--- src/rtl/spdcm_pkg.sv ---
// Shared types and constants for the side pattern dedup and culling matrix block.
// Holds the controller state enum and the command and status structs.
// No dependencies.
`timescale 1ns / 1ps
`default_nettype none
package spdcm_pkg;

  // Fixed field widths of the stream words.
  localparam int unsigned ROW_W   = 32;
  localparam int unsigned IDX_W   = 6;
  localparam int unsigned TOTAL_W = 7;
  localparam int unsigned MROW_W  = 64;
  localparam int unsigned S_DATA_W = 40;
  localparam int unsigned M_DATA_W = 80;

  // Result kinds carried in the output tuser.
  localparam logic KIND_SIDE   = 1'b0;
  localparam logic KIND_MATRIX = 1'b1;

  // Input functions carried in the input tuser.
  localparam logic FUNC_ROW    = 1'b0;
  localparam logic FUNC_FINISH = 1'b1;

  typedef enum logic [3:0] {
    ST_IDLE,
    ST_SCAN,
    ST_PAD,
    ST_FIND,
    ST_SIDE_OUT,
    ST_FIN_NEXT,
    ST_FIN_A,
    ST_FIN_AW,
    ST_FIN_SCAN,
    ST_FIN_OUT
  } spdcm_state_t;

  typedef struct packed {
    logic row_accept;
    logic fin_start;
    logic sp_clr;
    logic scan_run;
    logic scan_fin;
    logic pad_load;
    logic find_step;
    logic side_emit;
    logic fin_next;
    logic fin_a_read;
    logic fin_a_cap;
    logic row_step;
    logic fin_emit;
    logic fin_clear;
  } spdcm_cmd_t;

  typedef struct packed {
    logic in_func;
    logic in_last_row;
    logic room;
    logic last_row_q;
    logic scan_done;
    logic find_stop;
    logic fin_end;
    logic fin_nonempty;
    logic row_end;
    logic out_free;
  } spdcm_sts_t;

endpackage
`default_nettype wire

--- src/rtl/spdcm_ctrl.sv ---
// Controller state machine for the side pattern dedup block.
// Depends on spdcm_pkg for the state enum and the command and status structs.
`timescale 1ns / 1ps
`default_nettype none
module spdcm_ctrl (
  input  wire logic                clk,
  input  wire logic                rst,
  input  wire logic                s_tvalid,
  output logic                     s_tready,
  input  wire spdcm_pkg::spdcm_sts_t sts,
  output spdcm_pkg::spdcm_cmd_t    cmd
);

  spdcm_pkg::spdcm_state_t state, state_next;

  always_ff @(posedge clk) begin
    if (rst) begin
      state <= spdcm_pkg::ST_IDLE;
    end else begin
      state <= state_next;
    end
  end

  always_comb begin
    state_next = state;
    unique case (state)
      spdcm_pkg::ST_IDLE: begin
        if (s_tvalid) begin
          if (sts.in_func == spdcm_pkg::FUNC_FINISH) begin
            state_next = spdcm_pkg::ST_FIN_NEXT;
          end else if (sts.room) begin
            state_next = spdcm_pkg::ST_SCAN;
          end else if (sts.in_last_row) begin
            state_next = spdcm_pkg::ST_FIND;
          end
        end
      end
      spdcm_pkg::ST_SCAN: begin
        if (sts.scan_done) begin
          if (!sts.last_row_q) begin
            state_next = spdcm_pkg::ST_IDLE;
          end else if (sts.room) begin
            state_next = spdcm_pkg::ST_PAD;
          end else begin
            state_next = spdcm_pkg::ST_FIND;
          end
        end
      end
      spdcm_pkg::ST_PAD:  state_next = spdcm_pkg::ST_SCAN;
      spdcm_pkg::ST_FIND: begin
        if (sts.find_stop) begin
          state_next = spdcm_pkg::ST_SIDE_OUT;
        end
      end
      spdcm_pkg::ST_SIDE_OUT: begin
        if (sts.out_free) begin
          state_next = spdcm_pkg::ST_IDLE;
        end
      end
      spdcm_pkg::ST_FIN_NEXT: begin
        if (sts.fin_end) begin
          state_next = spdcm_pkg::ST_IDLE;
        end else if (!sts.fin_nonempty) begin
          state_next = spdcm_pkg::ST_FIN_OUT;
        end else begin
          state_next = spdcm_pkg::ST_FIN_A;
        end
      end
      spdcm_pkg::ST_FIN_A:  state_next = spdcm_pkg::ST_FIN_AW;
      spdcm_pkg::ST_FIN_AW: state_next = spdcm_pkg::ST_FIN_SCAN;
      spdcm_pkg::ST_FIN_SCAN: begin
        if (sts.scan_done) begin
          state_next = sts.row_end ? spdcm_pkg::ST_FIN_OUT : spdcm_pkg::ST_FIN_A;
        end
      end
      spdcm_pkg::ST_FIN_OUT: begin
        if (sts.out_free) begin
          state_next = spdcm_pkg::ST_FIN_NEXT;
        end
      end
      default: state_next = spdcm_pkg::ST_IDLE;
    endcase
  end

  always_comb begin
    cmd      = '0;
    s_tready = 1'b0;
    unique case (state)
      spdcm_pkg::ST_IDLE: begin
        s_tready = 1'b1;
        if (s_tvalid) begin
          if (sts.in_func == spdcm_pkg::FUNC_FINISH) begin
            cmd.fin_start = 1'b1;
          end else begin
            cmd.row_accept = 1'b1;
          end
        end
      end
      spdcm_pkg::ST_SCAN: begin
        cmd.scan_run = 1'b1;
        if (sts.scan_done && sts.last_row_q && !sts.room) begin
          cmd.sp_clr = 1'b1;
        end
      end
      spdcm_pkg::ST_PAD:  cmd.pad_load  = 1'b1;
      spdcm_pkg::ST_FIND: cmd.find_step = 1'b1;
      spdcm_pkg::ST_SIDE_OUT: cmd.side_emit = sts.out_free;
      spdcm_pkg::ST_FIN_NEXT: begin
        cmd.fin_next  = 1'b1;
        cmd.fin_clear = sts.fin_end;
      end
      spdcm_pkg::ST_FIN_A:  cmd.fin_a_read = 1'b1;
      spdcm_pkg::ST_FIN_AW: cmd.fin_a_cap  = 1'b1;
      spdcm_pkg::ST_FIN_SCAN: begin
        cmd.scan_run = 1'b1;
        cmd.scan_fin = 1'b1;
        cmd.row_step = sts.scan_done && !sts.row_end;
      end
      spdcm_pkg::ST_FIN_OUT: cmd.fin_emit = sts.out_free;
      default: cmd = '0;
    endcase
  end

endmodule
`default_nettype wire

--- config.mk ---
export PLATFORM = sky130hd
export DESIGN_NAME = spdcm_ctrl
export DESIGN_NICKNAME = d
export VERILOG_FILES = /design/src/rtl/spdcm_pkg.sv /design/src/rtl/spdcm_ctrl.sv
export SDC_FILE = /design/constraint.sdc
export NUM_CORES = 1
export LEC_CHECK = 0
export BUFFER_PORTS_ARGS = -buffer_cell sky130_fd_sc_hd__buf_4
export CAP_MARGIN = 20
export CORE_MARGIN = 3
export CORE_UTILIZATION = 39
export CTS_CLUSTER_SIZE = 10
export DETAILED_ROUTE_END_ITERATION = 12
export PLACE_DENSITY_LB_ADDON = 0.3
export SLEW_MARGIN = 10
export SYNTH_ARGS = -nofsm -noshare
export SYNTH_HDL_FRONTEND = slang
export SYNTH_SLANG_ARGS = --single-unit
--- constraint.sdc ---
create_clock -name clk -period 1.4 [get_ports clk]
set_input_delay 0.07 -clock clk [delete_from_list [all_inputs] [get_ports clk]]
set_output_delay 0.07 -clock clk [all_outputs]
set_load 0.005 [all_outputs]
==> impl_metrics.toml <==
[outcome]
status = "complete, but fails checks"
violations = "setup timing"

[timing]
rsz0062_at_grt = "yes"
finalCritPeriodShare = 1.14
skew_ns = 0.00345
final-max-slew-violation-count = 0
timing.hold.ws_ns = 0.0184
max_freq_ghz = 0.627
setup_slack_ns = -0.194
worst_slew_pin_slew_ns = 0.370
finalCriticalPeriod_ns = 1.59
setup_viol = 12
timing.slew.headroom = 0.751
hold_violations = 0
fin_setup_tns_ns = -1.33

[logic_synthesis]
avgSynthCellArea_um2 = 7.17
synth_cell_types = 34
synth_largest_area_cell = "dfxtp_1"
synthMuxAreaShare = 0
netlist_top_cells_count = "7 x and3_1, 7 x nor2_1, 5 x inv_1"
synth_top_flop_cell = "dfxtp_1"
seq_area_frac_synth = 0.143
async_flop_share = 0
synth_top_family_by_area = "simple AND/OR/NAND/NOR gates"
yosys.area_share.simple = 0.452
synth_fa_ha_area_frac = 0
ys_seq_elements = 4
syn_nets = 91
yosys-top-cells-area = "dfxtp_1 14%, and3_1 7.8%, nor2_1 4.7%, a31oi_1 4.5%, nor2b_1 4.5%"
synth_top_area_frac = 0.143
yosys_warnings = 0
synth_edf_count = 0
synth-compound-area-share = 0.253
netlist_instances = 78
synth_area_um2 = 559
yosys.area_share.xor_xnor = 0.0313

[cts]
cts_tree = "done"
cts_made_buffers = 3
clk_latency_ns = 0.25
path_clk_slew_ns = 0.04
clock_path_buffers = 2
clock-root-buffer = "clkbuf_4"
hold_buffers = 0
htree_levels = 1
clock_sinks = 4

[power]
pwr-share-clk = 0.079
comb_power_share = 0.782
pwr-share-seq = 0.139
p_leak_nw = 0.574
power_switching_uw = 843
p_int_mw = 1.13
vdd_ir_drop_max_mv = 1.14
power_density_nw_per_um2 = 1710
sw_frac_of_total = 0.426

[place]
dp_hpwl_um = 1400
gp_congestion = 0.766
dpl_cell_area_um2 = 922
io_buffers = 27
place_inst = 134

[hold_path]
hp-start = "rst"
hold_class = "in2reg"

[setup_path]
endpoint = "cmd[2]"
r2r_end = "state[1]"
r2r_cells = 5
arrival_ns = 1.52
worst_setup_path_start_kind = "register"
cp-end-kind = "output port"
worstPathRequired_ns = 1.33
path_max_fanout = 7
rr_startpoint = "state[1]"
worstSetupPathType = "reg2out"
crit_path_start = "state[2]"
reg2reg_slack_ns = -0.18

[die]
rows = 13
die_y_um = 43.9
core_area_um2 = 1320
start_util = 0.425
dieArea_um2 = 1920
ios = 28
die_w_um = 43.9

[routing]
wl_um = 2840
via_per_inst = 6.27
drtIter0Drc = 30
dr.pass1.iters = 4
drc = 0
drt-wirelength-per-cell_um = 19.2
num_vias = 928
ant_nets = 0

[layout]
diodes = 0
final_layout_size_suffix_gt1_frac = 0.662
reg.largest.list = "state: 4 flops"
syn_to_final_growth_pct = 107
fin_area_um2 = 1160
fin_nets = 148
fin_cells = 148
regMostFlops = "state"
fin_util = 0.879
largest_reg_flops = 4

[global_routing]
grt_usage = 0.254
grt_pass1_vias = 830
grt_max_degree = 13
overflow = 0
grt_pass1_wl_um = 3680
antenna_found_initial = 0

[flow_run]
max-cap-violations = 0
## power groups by stage
stage | Clock [mW] | Sequential, mW | Combinational [mW]
after floorplan | 0 | 0.181 | 0.697
after global placement | 0 | 0.285 | 1.02
after detailed placement | 0 | 0.292 | 1.04
after CTS | 0.150 | 0.266 | 1.27
after global routing | 0.164 | 0.278 | 1.63
final | 0.156 | 0.276 | 1.55
## placed cells by master, fill, tap and decap left out, types with 4 or more instances in the layout
cell | synthesis | routed
inv_1 | 5 | 4
nor2_1 | 7 | 6
buf_4 | 0 | 51
a31oi_1 | 4 | 4
buf_6 | 2 | 9
dfxtp_4 | 0 | 4
and3_4 | 0 | 4
## worst min path at each step
stage          endpoint  cells after the start
2_1_floorplan  state[0]                      1
3_3_place_gp   state[0]                      2
3_5_place_dp   state[0]                      2
4_1_cts        state[3]                      2
5_1_grt        state[3]                      2
6_report       state[3]                      2
## cell families (layout without fill, tap and decap cells)
logic type      after synthesis  in the layout
compound gates               19             19
xor+xnor                      2              2
buf+inv                      13             68
flops                         4              4
simple gates                 40             40
## area by class of cell
cell class / count / area (um^2)
Multi-Input combinational cell: 61 / 519
Timing Repair Buffer: 60 / 484
Fill cell: 71 / 159
Sequential cell: 4 / 95.1
Clock buffer: 3 / 22.5
Inverter: 5 / 18.8
Tap cell: 15 / 18.8
## stage by stage
step           setup slack (ns)  total power, mW
4_1_cts                  -0.138             1.68
5_1_grt                  -0.231             2.07
3_5_place_dp             -0.229             1.34
2_1_floorplan           -0.0228            0.878
3_3_place_gp             -0.172             1.31
6_report                 -0.194             1.98
## worst max-delay path: stages, from the launching register on
cell and delay [ns]:
dfxtp_4 0.37, or4b_4 0.57, inv_2 0.07, and3_4 0.18
buf_6 0.09
## per-layer routing
layer | track usage | vias up | routed length [um]
met5 | 0 | - | 0
met4 | 0.114 | 0 | 141
met3 | 0.0581 | 19 | 275
met2 | 0.422 | 73 | 1310
met1 | 0.308 | 437 | 1120
li1 | - | 399 | -
## repair_timing
item,4_1_cts,5_1_grt
endpoints found under the setup margin,18,17
setup buffers,6,5
pin swaps,3,8
resized for setup,13,23
Note: power is estimated with default switching activity, not from simulation.
